==> src/rtl/spsf_pkg.sv <==
// Shared types and constants for the span sprite pixel fetch block.
// Used by the channel interfaces, the result queue and the top level.
package spsf_pkg;

   localparam int ROW_W        = 10;
   localparam int SPAN_ROWS    = 1 << ROW_W;
   localparam int COORD_W      = 16;
   localparam int PIX_ADDR_W   = 16;
   localparam int PIXEL_BYTES  = 1 << PIX_ADDR_W;
   localparam int PAL_IDX_W    = 8;
   localparam int PAL_DEPTH    = 1 << PAL_IDX_W;
   localparam int COLOR_W      = 8;
   localparam int SPAN_W       = 3 * COORD_W;
   localparam int HEIGHT_W     = 11;
   localparam int SIZE_W       = PIX_ADDR_W + 1;
   localparam int CSR_IDX_W    = 2;

   localparam int FIFO_PTR_W   = 3;
   localparam int FIFO_DEPTH   = 1 << FIFO_PTR_W;
   localparam int FIFO_CNT_W   = FIFO_PTR_W + 1;

   localparam logic [COORD_W-1:0]    EMPTY_MARK     = 16'hFFFF;
   localparam logic [COLOR_W-1:0]    OPAQUE         = 8'hFF;
   localparam logic [SIZE_W-1:0]     PIX_LIMIT      = SIZE_W'(PIXEL_BYTES);
   localparam logic [FIFO_CNT_W-1:0] FIFO_FULL_CNT  = FIFO_CNT_W'(FIFO_DEPTH);

   typedef enum logic [1:0] {
      OP_SPAN_LOAD,
      OP_BYTE_LOAD,
      OP_PAL_LOAD,
      OP_PIXEL_READ
   } spsf_op_type;

   typedef enum logic [CSR_IDX_W-1:0] {
      CSR_IMG_WIDTH,
      CSR_IMG_HEIGHT,
      CSR_PIXEL_DATA_SIZE
   } spsf_csr_type;

   typedef struct packed {
      logic [COLOR_W-1:0] red_out;
      logic [COLOR_W-1:0] green_out;
      logic [COLOR_W-1:0] blue_out;
      logic [COLOR_W-1:0] alpha_out;
      logic               outside;
   } spsf_result_type;

   typedef struct packed {
      logic                  empty;
      logic                  full;
      logic [FIFO_CNT_W-1:0] count;
   } spsf_fifo_status_type;

endpackage

==> src/rtl/spsf_rsp_fifo.sv <==
// Result queue of the span sprite pixel fetch block: eight-entry register FIFO.
// Depends on spsf_pkg for the result and status types.
module spsf_rsp_fifo (
   input  logic                           clock,
   input  logic                           reset,
   input  logic                           push,
   input  spsf_pkg::spsf_result_type      push_data,
   input  logic                           pop,
   output spsf_pkg::spsf_result_type      head,
   output spsf_pkg::spsf_fifo_status_type status
);
   import spsf_pkg::*;

   spsf_result_type       fifo_mem_ff [FIFO_DEPTH];
   logic [FIFO_PTR_W-1:0] wr_ptr_ff, wr_ptr_in;
   logic [FIFO_PTR_W-1:0] rd_ptr_ff, rd_ptr_in;
   logic [FIFO_CNT_W-1:0] count_ff, count_in;
   logic                  do_push;
   logic                  do_pop;

   assign do_push = push && (count_ff != FIFO_FULL_CNT);
   assign do_pop  = pop && (count_ff != '0);

   always_comb begin
      wr_ptr_in = do_push ? wr_ptr_ff + 1'b1 : wr_ptr_ff;
      rd_ptr_in = do_pop ? rd_ptr_ff + 1'b1 : rd_ptr_ff;
      count_in  = count_ff + FIFO_CNT_W'(do_push) - FIFO_CNT_W'(do_pop);
   end

   always_ff @(posedge clock) begin
      if (reset) begin
         wr_ptr_ff <= '0;
         rd_ptr_ff <= '0;
         count_ff  <= '0;
      end else begin
         wr_ptr_ff <= wr_ptr_in;
         rd_ptr_ff <= rd_ptr_in;
         count_ff  <= count_in;
      end
   end

   always_ff @(posedge clock) begin
      if (do_push) begin
         fifo_mem_ff[wr_ptr_ff] <= push_data;
      end
   end

   assign head         = fifo_mem_ff[rd_ptr_ff];
   assign status.empty = (count_ff == '0);
   assign status.full  = (count_ff == FIFO_FULL_CNT);
   assign status.count = count_ff;

endmodule

==> config.mk <==
export PLATFORM = sky130hd
export DESIGN_NAME = spsf_rsp_fifo
export DESIGN_NICKNAME = d
export VERILOG_FILES = /design/src/rtl/spsf_pkg.sv /design/src/rtl/spsf_rsp_fifo.sv
export SDC_FILE = /design/constraint.sdc
export NUM_CORES = 1
export LEC_CHECK = 0
export ABC_AREA = 1
export BUFFER_PORTS_ARGS = -buffer_cell sky130_fd_sc_hd__buf_2
export CAP_MARGIN = 20
export CORE_ASPECT_RATIO = 1.25
export CORE_MARGIN = 1
export CORE_UTILIZATION = 55
export CTS_CLUSTER_SIZE = 12
export DETAILED_ROUTE_END_ITERATION = 12
export PLACE_DENSITY = 0.83
export SYNTH_ARGS = -nofsm -noshare
export SYNTH_HDL_FRONTEND = slang
export SYNTH_SLANG_ARGS = --single-unit
export TNS_END_PERCENT = 5
==> constraint.sdc <==
create_clock -name clock -period 7.7 [get_ports clock]
set_input_delay 0.385 -clock clock [delete_from_list [all_inputs] [get_ports clock]]
set_output_delay 0.385 -clock clock [all_outputs]
set_load 0.01 [all_outputs]
==> results by group, run 1 <==
Pwr
  • PnR Total Power: approximately 3.9 mW
  • Pleak: between 6 and 7 nW
  • Cell Int Power: 2.69 mW
  • Seq pwr share: a little under half
  • Comb pwr share: 23.9%
  • Worst VDD drop: around 0.2 mV
  • Pwr per Cell Area: 291 nW/um2
  • Clock Power Share: ~30%
  • Sw frac: between 30% and 40%
  • Sw Pwr: about 1.2 mW

Floorplan
  • Die Ht: between 150 and 200 um
  • Die ar.: approximately 22,000 um2
  • Initial Util: a little under three fifths
  • Rows: 60
  • Die width: 134 um
  • Core Box Area: 21,500 um2
  • Ports: 76

Timing
  • Clock period minus worst slack: 3.59 ns
  • Setup TNS: 0 ns
  • Worst-Margin Slew: approximately 1.1 ns
  • Hold Vio Cnt, Final: 0
  • RSZ-0062 raised after global routing: no
  • Hold Worst Slack: 0.113 ns
  • Final Worst Setup Slack: 4.11 ns
  • Max_slew headroom: 29.5%
  • Fin. max-slew vios: 0
  • Period utilisation layout: between 40% and 50%
  • Setup-failing EPs final: 0
  • Max Freq: 0.278 GHz
  • Worst Skew: approximately 0.017 ns

Synth
  • #FFs+latches synth: 277
  • Synthesized Nets: approximately 1,300
  • Synth unique cells: 19
  • YS warnings: 0
  • Cell Area, Synth: ~12,000 um2
  • Post-Syn Instances: between 1,000 and 1,500
  • Seq/Total Area, Yosys: 68.1%
  • Syn_area_per_cell: 9.98 um2

Clocking
  • Clk sinks: between 200 and 300
  • Post-CTS sizing: 0
  • CTS Buf Count: 27
  • Clock Tree Root: clkbuf_16
  • Worst-Skew Late Latency: 0.53 ns
  • Hold_buf cts: 0
  • Post-CTS Setup Repair Bufs: 0
  • H-tree depth: 1
  • Clock-pin slew on the worst setup and hold paths: approximately 0.06 ns
  • CTS tree: done
  • CTS Buffer Depth: 3

Global route
  • Largest net degree at the start of global routing: just over 100
  • Vias in the first global route: around 7,900
  • M2 GR Usage: between 30% and 40%
  • Gr usage total: 21.8%
  • First-pass GRT wire length: 38.3 mm
  • Initial antenna violation count: 3
  • Total congestion overflow: 0
  • GRT met1 Usage: 26.5%
  • GRT busiest layer: met2
  • Met3 Resource Use GR: 3.54%

Drt
  • Routed vias: approximately 8,000
  • Number of remaining DRC errors: 0
  • DRT Pass-1 Iters: 5
  • Detailed router's first-iteration violation count: 782
  • Wire length per cell: between 15 and 20 um
  • Drt via density: between 5 and 6
  • Routed WL: around 24 mm
  • Routed Antenna Nets: 0

Layout
  • Nets@finish: between 1,000 and 1,500
  • Layout cells sized above 1: 10.1%
  • Area Overhead vs Synth: 11.1%

Place
  • PortBufs: 75
  • Final HPWL DP: approximately 13 mm
  • Place WS: approximately 4.8 ns
  • GP Congestion: slightly below 0.8

Setup path
  • Flop2flop setup slack: approximately 5.0 ns
  • Worst Reg2Reg Path Length in Cells: 6
  • Nature of the critical path startpoint: register
  • Crit. End Element: primary output
  • Crit path max fanout: 100
  • Worst r2r src: count_ff[2]
  • CP Cell Sequence: clkinv_2 > buf_4 > nand2_1 > nand3_1 > nand2_1 > nand2_1 > nand2_1 > buf_2
  • Req. time, crit path: about 7.3 ns
  • Setup CP Type: register to primary output
  • Max incr delay on CP: around 0.7 ns
  • R2r endpoint: fifo_mem_ff[5][28]
  • Arrival time at the worst endpoint: approximately 3.2 ns
  • Critical-path top delay cell: dfxtp_4
  • CP dominant cell by count: nand2_1

Job
  • Max-cap violations: 0

Min path
  • Min-delay src: reset
  • Worst hold path type: input pin to register
  • Worst hold stages: 2

Outcome
  • Status: finished, final reports clean
==> flip-flops by register name, indices dropped and copies added (netlist names), named ones only <==
name / count
count_ff: 4
wr_ptr_ff: 3
fifo_mem_ff: 264
rd_ptr_ff: 3
==> synthesized netlist by cell type <==
master | number | area [um2]
nand2_1 | 516 | 1940
edfxtp_1 | 264 | 7930
inv_1 | 215 | 807
nand3_1 | 108 | 541
buf_2 | 27 | 135
nor2_1 | 16 | 60.1
dfxtp_1 | 13 | 260
buf_6 | 10 | 113
a21oi_1 | 7 | 35.0
clkbuf_1 | 7 | 26.3
ha_1 | 7 | 87.6
buf_1 | 5 | 18.8
nor3_1 | 4 | 20.0
buf_4 | 1 | 7.51
fa_1 | 1 | 20.0
inv_2 | 1 | 3.75
nand3b_1 | 1 | 7.51
or2_2 | 1 | 6.26
xor2_1 | 1 | 8.76
==> worst max-delay path, delay by kind of cell (launching register included) <==
| kind | cells | cell delay (ns) |
|---|---|---|
| buffers and inverters | 3 | 1.30 |
| DFF | 1 | 0.71 |
| and+or+nand+nor | 5 | 0.60 |
==> area by class of cell <==
cell class	instances	area, um2
timing repair buffer	89	480
antenna	2	5.00
clock buffer	40	734
clock inverter	2	7.51
fill	1630	8120
tap	279	349
sequential	277	8190
multi-input combinational	662	2770
inverter	216	812
==> per-stage QoR <==
| step | cells | cell area (um2) | util (%) |
|---|---|---|---|
| after floorplan | 1205 | 12000 | - |
| after global routing | 1565 | 13300 | 62.2 |
| after CTS | 1565 | 13300 | 62.2 |
| after detailed placement | 1523 | 12600 | 58.7 |
| after global placement | 1523 | 12600 | 58.7 |
| final | 1567 | 13400 | 62.2 |
==> worst max path at each step <==
stage / startpoint / to / slack, ns / cells past startpoint
global placement: register / head[14] / 4.81 / 8
detailed placement: register / head[3] / 4.75 / 8
finish: register / head[11] / 4.11 / 8
floorplan: count_ff[2] / fifo_mem_ff[6][0] / 4.00 / 5
global route: register / head[13] / 3.93 / 9
CTS: register / head[11] / 4.18 / 8
==> placed cells by master, fill, tap and decap left out <==
master	count
nor2_4	4
clkbuf_8	1
dfxtp_4	1
nand3_1	108
clkinv_2	1
nand3b_1	1
buf_4	14
fa_1	1
nand2_1	516
nor2_1	12
edfxtp_1	264
dfxtp_2	1
clkbuf_16	27
xor2_1	1
clkinv_1	2
a21oi_1	7
or2_2	1
nor3_2	4
inv_2	1
dfxtp_1	11
inv_1	214
clkbuf_1	12
ha_1	7
diode_2	2
buf_2	75
==> per-layer routing <==
metal,up-vias,wire length [um],part of all wire [%]
met2,260,12500,52
met1,3752,9430,39
met5,-,8,0.033
met3,60,1490,6.2
met4,2,656,2.7
li1,3901,-,-
==> logic make-up (layout without fill, tap and decap cells) <==
group / count (synthesis) / after routing / synth area share [%]
buffers and inverters: 266 / 347 / 9.24
XOR/XNOR: 1 / 1 / 0.0729
flip-flops: 277 / 277 / 68.1
adder cells (fa/ha/maj): 8 / 8 / 0.895
AND/OR/NAND/NOR: 646 / 646 / 21.4
AO/OA/AOI/OAI: 7 / 7 / 0.291
other: 0 / 2 / 0
==> power groups by stage <==
| stage | registers [mW] | logic [mW] | clock network, mW |
|---|---|---|---|
| floorplan | 1.81 | 0.680 | 0 |
| global placement | 1.83 | 0.894 | 0 |
| detailed placement | 1.84 | 0.921 | 0 |
| CTS | 1.81 | 0.929 | 1.16 |
| global route | 1.82 | 1.05 | 1.21 |
| finish | 1.81 | 0.927 | 1.15 |
Power figures use the tool's default switching activity.
==> run 2: changes to the inputs <==
--- a/config.mk
+++ b/config.mk
@@ -5,15 +5,15 @@
 export SDC_FILE = /design/constraint.sdc
 export NUM_CORES = 1
 export LEC_CHECK = 0
-export ABC_AREA = 1
+export ABC_AREA = 0
 export BUFFER_PORTS_ARGS = -buffer_cell sky130_fd_sc_hd__buf_2
 export CAP_MARGIN = 20
 export CORE_ASPECT_RATIO = 1.25
 export CORE_MARGIN = 1
-export CORE_UTILIZATION = 55
+export CORE_UTILIZATION = 54
 export CTS_CLUSTER_SIZE = 12
 export DETAILED_ROUTE_END_ITERATION = 12
-export PLACE_DENSITY = 0.83
+export PLACE_DENSITY = 0.85
 export SYNTH_ARGS = -nofsm -noshare
 export SYNTH_HDL_FRONTEND = slang
 export SYNTH_SLANG_ARGS = --single-unit
==> constraint.sdc (replaced) <==
create_clock -name clock -period 3.1 [get_ports clock]
set_input_delay 0.155 -clock clock [delete_from_list [all_inputs] [get_ports clock]]
set_output_delay 0.155 -clock clock [all_outputs]
set_load 0.01 [all_outputs]
==> run 2 against run 1 <==
Clock-buffer cell count decreased by 2; total power increased by 130%; via count fell by 37%; clock power increased by 140%; global-route usage is 1.3 points lower; combinational power rose by 87%; clock skew is 0.010 ns lower; critical endpoint is now count_ff[2]; largest cell class unchanged; highest routed layer is now met4.
==> results by group, run 2 <==
Place
  • GP Congestion: between 0.8 and 0.9
  • PortBufs: 75
  • Final HPWL DP: between 10 and 15 mm
  • Placed cell areas: between 10,000 and 15,000 um2
  • Placed Cells: roughly 800

Drt
  • Number of remaining DRC errors: 0
  • Drt via density: around 5.8
  • Routed Antenna Nets: 0
  • Wire length per cell: 23.0 um
  • Routed vias: 5,047
  • Detailed router's first-iteration violation count: between 400 and 500
  • DRT Pass-1 Iters: 5
  • Routed WL: 20.1 mm

Synth
  • Cell Area, Synth: roughly 11,000 um2
  • Top-count cell post-synth: edfxtp_1
  • #FFs+latches synth: between 200 and 300
  • YS warnings: 0
  • Synthesized Nets: 507
  • Synth area leaders: edfxtp_1 (75%), mux4_2 (14%), mux2_2 (3.6%), dfxtp_1 (2.5%), ha_1 (0.83%)
  • Post-synth top area share: roughly three quarters
  • Synth unique cells: 28
  • Area leader, netlist: edfxtp_1
  • Async set-or-reset flop fraction in the synthesized netlist: 0%
  • Post-Syn Instances: approximately 460
  • Seq/Total Area, Yosys: approximately 77%
  • Ys flop type: edfxtp_1
  • Synth top cells by count: edfxtp_1 (264), mux4_2 (66), mux2_2 (34)
  • Post-synth EDFFs: 264
  • Syn_area_per_cell: roughly 23 um2

Setup path
  • Critical path endpoint: count_ff[2]
  • Nature of the critical path startpoint: register
  • Worst Reg2Reg Path Length in Cells: 10
  • Worst r2r src: count_ff[2]
  • Setup CP Type: register to register
  • R2r endpoint: count_ff[2]
  • Req. time, crit path: roughly 3.5 ns
  • Crit path max fanout: 8
  • Crit. End Element: register
  • Flop2flop setup slack: 0.47 ns
  • CP startpoint: count_ff[2]
  • Arrival time at the worst endpoint: approximately 3.0 ns

Timing
  • RSZ-0062 raised after global routing: no
  • Max_slew headroom: between 40% and 50%
  • Hold Vio Cnt, Final: 0
  • Max Freq: 0.380 GHz
  • Worst-Margin Slew: about 0.80 ns
  • Worst Skew: just over 0.006 ns
  • Setup-failing EPs final: 0
  • Period utilisation layout: between 80% and 90%
  • Clock period minus worst slack: 2.63 ns
  • Fin. max-slew vios: 0

Clocking
  • Clk sinks: around 280
  • Clock-pin slew on the worst setup and hold paths: ~0.06 ns
  • CTS tree: done
  • Worst-Skew Late Latency: 0.52 ns
  • Post-CTS sizing: 0
  • CTS Buf Count: 27
  • H-tree depth: 1
  • Post-CTS Setup Repair Bufs: 0
  • Clock Tree Root: clkbuf_16
  • CTS Buffer Depth: 3
  • Hold_buf cts: 36

Floorplan
  • Die width: 127 um
  • Die Ht: 159 um
  • Die ar.: 20,200 um2
  • Ports: 76
  • Initial Util: between 50% and 60%
  • Rows: 56
  • Core Box Area: approximately 19,000 um2

Layout
  • Top flop regs: fifo_mem_ff (264), count_ff (4)
  • Final non-filler cell total: between 800 and 900
  • Max FFs per register: 264
  • Biggest register: fifo_mem_ff
  • Nets@finish: 645
  • Most frequent cells in the layout: edfxtp_1 (264), buf_2 (75), mux4_2 (66)
  • Area Overhead vs Synth: 18.0%
  • Layout cells sized above 1: around two fifths
  • Final Instance Area: roughly 13,000 um2
  • Ant. Diodes: 0
  • Commonest non-fill, non-tap cell in the layout: edfxtp_1

Pwr
  • PnR Total Power: approximately 9 mW
  • Pwr per Cell Area: 722 nW/um2
  • Pleak: 4.07 nW
  • Worst VDD drop: around 0.49 mV

Global route
  • First-pass GRT wire length: slightly above 30 mm
  • Initial antenna violation count: 0
  • Vias in the first global route: around 5,400
  • Total congestion overflow: 0
  • Gr usage total: about a fifth
  • Largest net degree at the start of global routing: 67

Outcome
  • Status: finished, final reports clean

Job
  • Max-cap violations: 0

Min path
  • Worst hold path type: input pin to register
[run 2: cell families after synthesis]
logic type | Yosys count | synth area share, %
muxes | 104 | 18.0
DFF | 277 | 77.2
AOI/OAI and AO/OA | 10 | 0.507
and+or+nand+nor | 35 | 1.71
adders and majority gates | 8 | 1.01
buffers and inverters | 26 | 1.38
xor gates and xnor gates | 2 | 0.165
[run 2: stage by stage]
step	TNS [ns]	setup WS (ns)	hold slack, ns	util, %
6_report	0	0.471	0.0580	65.9
5_1_grt	0	0.358	0.0680	65.9
3_5_place_dp	0	0.515	0.422	60.1
2_1_floorplan	-97.89	-0.718	0.254	-
4_1_cts	0	0.479	0.0416	65.9
3_3_place_gp	0	0.680	0.409	60.1
[run 2: how the worst min path moves through the flow]
stage / start / endpoint / slack [ns] / depth (start not counted)
2_1_floorplan: push_data[0] / fifo_mem_ff[0][0] / 0.25 / 0
3_3_place_gp: push_data[26] / fifo_mem_ff[5][26] / 0.41 / 1
3_5_place_dp: push_data[24] / fifo_mem_ff[4][24] / 0.42 / 1
4_1_cts: pop / register / 0.04 / 4
5_1_grt: pop / rd_ptr_ff[2] / 0.07 / 4
6_report: pop / register / 0.06 / 4
[run 2: metal layers]
metal | GRT usage [%] | wire [um]
met3 | 2.86 | 1080
met2 | 36.7 | 10800
met4 | 6.01 | 310
met5 | 0 | 0
met1 | 26.2 | 7840
[run 2: report_power, final]
part           switching, mW  internal (mW)
sequential             0.156           4.35
clock                   1.22           1.59
combinational          0.842          0.885
[run 2: worst max-delay path, cell delays in order, from the launching register on]
cell     delay [ns]
dfxtp_1        0.32
inv_1          0.12
ha_1           0.16
or3b_2         0.49
nand2_1        0.37
xnor2_1        0.18
ha_1           0.20
inv_1          0.06
fa_1           0.40
xor2_1         0.15
nor2_1         0.05
[run 2: area by class of cell]
| class | count | area (um2) |
|---|---|---|
| flip-flops and latches | 277 | 8200 |
| fillers | 1186 | 6470 |
| clock inverters | 4 | 25.0 |
| repair buffers | 129 | 896 |
| well taps | 261 | 327 |
| multi-input cells | 159 | 2330 |
| clock buffers | 38 | 717 |
| inverters | 6 | 22.5 |
==> run 3: changes to the inputs <==
--- a/config.mk
+++ b/config.mk
@@ -10,10 +10,10 @@
 export CAP_MARGIN = 20
 export CORE_ASPECT_RATIO = 1.25
 export CORE_MARGIN = 1
-export CORE_UTILIZATION = 54
+export CORE_UTILIZATION = 55
 export CTS_CLUSTER_SIZE = 12
 export DETAILED_ROUTE_END_ITERATION = 12
-export PLACE_DENSITY = 0.85
+export PLACE_DENSITY = 0.84
 export SYNTH_ARGS = -nofsm -noshare
 export SYNTH_HDL_FRONTEND = slang
 export SYNTH_SLANG_ARGS = --single-unit
==> constraint.sdc (replaced) <==
create_clock -name clock -period 2.45 [get_ports clock]
set_input_delay 0.1225 -clock clock [delete_from_list [all_inputs] [get_ports clock]]
set_output_delay 0.1225 -clock clock [all_outputs]
set_load 0.01 [all_outputs]
==> run 3 against run 2 <==
Register-to-register slack lost 0.36 ns; critical path depth down 6; clock-buffer cell count is 9 higher; critical path type is now register to primary output; critical endpoint is now head[16].
==> results by group, run 3 (synthesized netlist as in run 2, its figures left out) <==
Drt
  • Detailed router's first-iteration violation count: 350
  • Routed vias: between 5,000 and 6,000
  • Number of remaining DRC errors: 0
  • Routed WL: approximately 21 mm
  • Routed Antenna Nets: 0
  • Drt via density: between 6 and 7
  • DRT Pass-1 Iters: 5
  • Wire length per cell: 24.5 um

Layout
  • Final Instance Area: about 13,000 um2
  • Most frequent cells in the layout: edfxtp_1 (264), buf_2 (75), mux4_2 (66)
  • Area of the multi-input gates: between 2000 and 2500 um2
  • Nets@finish: roughly 650
  • Register area: a little over 8000 um2
  • Biggest register: fifo_mem_ff
  • Area Overhead vs Synth: 19.2%
  • Layout cells sized above 1: 39.2%
  • Fillers: about 1,100
  • Commonest non-fill, non-tap cell in the layout: edfxtp_1
  • Top flop regs: fifo_mem_ff (264), count_ff (4)
  • Max FFs per register: 264

Place
  • PortBufs: 75
  • Placed cell areas: 11,500 um2
  • Final HPWL DP: approximately 12 mm
  • GP Congestion: 0.811
  • Place WS: 0.175 ns

Timing
  • Worst Skew: around 0.013 ns
  • RSZ-0062 raised after global routing: no
  • Final Worst Setup Slack: roughly 0.12 ns
  • Period utilisation layout: between 90% and 100%
  • Worst-Margin Slew: 0.461 ns
  • Clock period minus worst slack: roughly 2.3 ns
  • Setup TNS: 0 ns
  • Hold Vio Cnt, Final: 0
  • Max Freq: between 0.4 and 0.5 GHz
  • Max_slew headroom: about 69%
  • Fin. max-slew vios: 0
  • Setup-failing EPs final: 0

Clocking
  • Clk sinks: approximately 280
  • H-tree depth: 1
  • Clock-pin slew on the worst setup and hold paths: 0.06 ns
  • CTS tree: done
  • Worst-Skew Late Latency: ~0.52 ns
  • CTS Buf Count: 27
  • CTS Buffer Depth: 3
  • Clock Tree Root: clkbuf_16

Min path
  • Worst Hold End: fifo_mem_ff[1][3]
  • Worst hold stages: 2
  • Worst hold path type: input pin to register
  • Min-delay src: push_data[3]

Floorplan
  • Initial Util: between 50 and 60%
  • Core Box Area: between 15,000 and 20,000 um2
  • Ports: 76
  • Rows: 56
  • Die width: around 130 um
  • Die Ht: ~160 um
  • Die ar.: a little under 20,000 um2

Setup path
  • Crit path max fanout: 17
  • Crit. End Element: primary output
  • Arrival time at the worst endpoint: around 2.2 ns
  • Setup CP Type: register to primary output
  • Worst r2r src: count_ff[2]
  • Worst Reg2Reg Path Length in Cells: 10
  • Nature of the critical path startpoint: register
  • R2r endpoint: count_ff[2]
  • Flop2flop setup slack: ~0.12 ns
  • Req. time, crit path: ~2.3 ns

Pwr
  • Pleak: 4.12 nW
  • Pwr per Cell Area: slightly above 900 nW/um2
  • Worst VDD drop: between 0.7 and 0.8 mV
  • PnR Total Power: around 12 mW

Global route
  • Largest net degree at the start of global routing: 34
  • Vias in the first global route: 5,579
  • Initial antenna violation count: 1
  • First-pass GRT wire length: around 32 mm
  • Gr usage total: ~22%
  • Total congestion overflow: 0

Job
  • Max-cap violations: 0

Outcome
  • Status: finished, final reports clean
## run 3: cell count changes in the layout (fill, tap and decap cells not counted), moves of 2 or more
cell,previous run,this run
clkbuf_1,11,20
buf_4,16,19
nor3_2,4,0
buf_6,0,2
nor3_4,0,4
## run 3: worst max-delay path by stage
stage                            from                 to  slack, ns  depth (start not counted)
after floorplan           count_ff[2]  fifo_mem_ff[7][0]      -0.36                          5
after global placement    count_ff[2]        count_ff[2]       0.29                         10
after detailed placement  count_ff[2]        count_ff[2]       0.18                         10
after CTS                    register           head[15]       0.01                          4
after global routing      count_ff[2]        count_ff[2]      0.001                         10
final                        register           head[16]       0.12                          4
## run 3: metrics by stage
| step | cells | hold slack (ns) | util (%) |
|---|---|---|---|
| after floorplan | 462 | 0.221 | - |
| after global placement | 773 | 0.378 | 60.9 |
| after detailed placement | 773 | 0.395 | 60.9 |
| after CTS | 859 | 0.400 | 66.9 |
| after global routing | 861 | 0.415 | 67.1 |
| final | 861 | 0.417 | 67.1 |
## run 3: final cells by class
cell class	instances	area share (%)
diodes	1	0.0198
multi-input cells	159	18.7
clock inverters	2	0.0792
well taps	232	2.30
repair buffers	137	7.90
clock buffers	47	5.94
flip-flops and latches	277	64.9
inverters	6	0.178
## run 3: metal layers
layer	routed length (um)	track usage, %	up-vias
li1	-	-	2228
met3	1140	3.26	45
met4	548	8.20	0
met1	7810	27.0	2699
met2	11600	39.8	207
met5	0	0	-
## run 3: critical path: stages, from the launching register on
cell and delay [ns]:
dfxtp_4 0.39, buf_6 0.26, mux4_2 0.59, mux2_2 0.31
buf_2 0.15
## run 3: repair_timing
action                                  4_1_cts  5_1_grt
endpoints found under the setup margin        1       12
hold endpoints to repair                    271        0
hold buffers                                 37        0
setup buffers                                 0        1
gates resized for setup                       1        1
## run 3: where the power goes
group / switching (mW) / internal, mW / leakage (nW)
sequential: 0.168 / 5.50 / 2.50
combinational: 1.13 / 1.15 / 1.25
clock: 1.57 / 2.06 / 0.364
total: 2.87 / 8.72 / 4.12
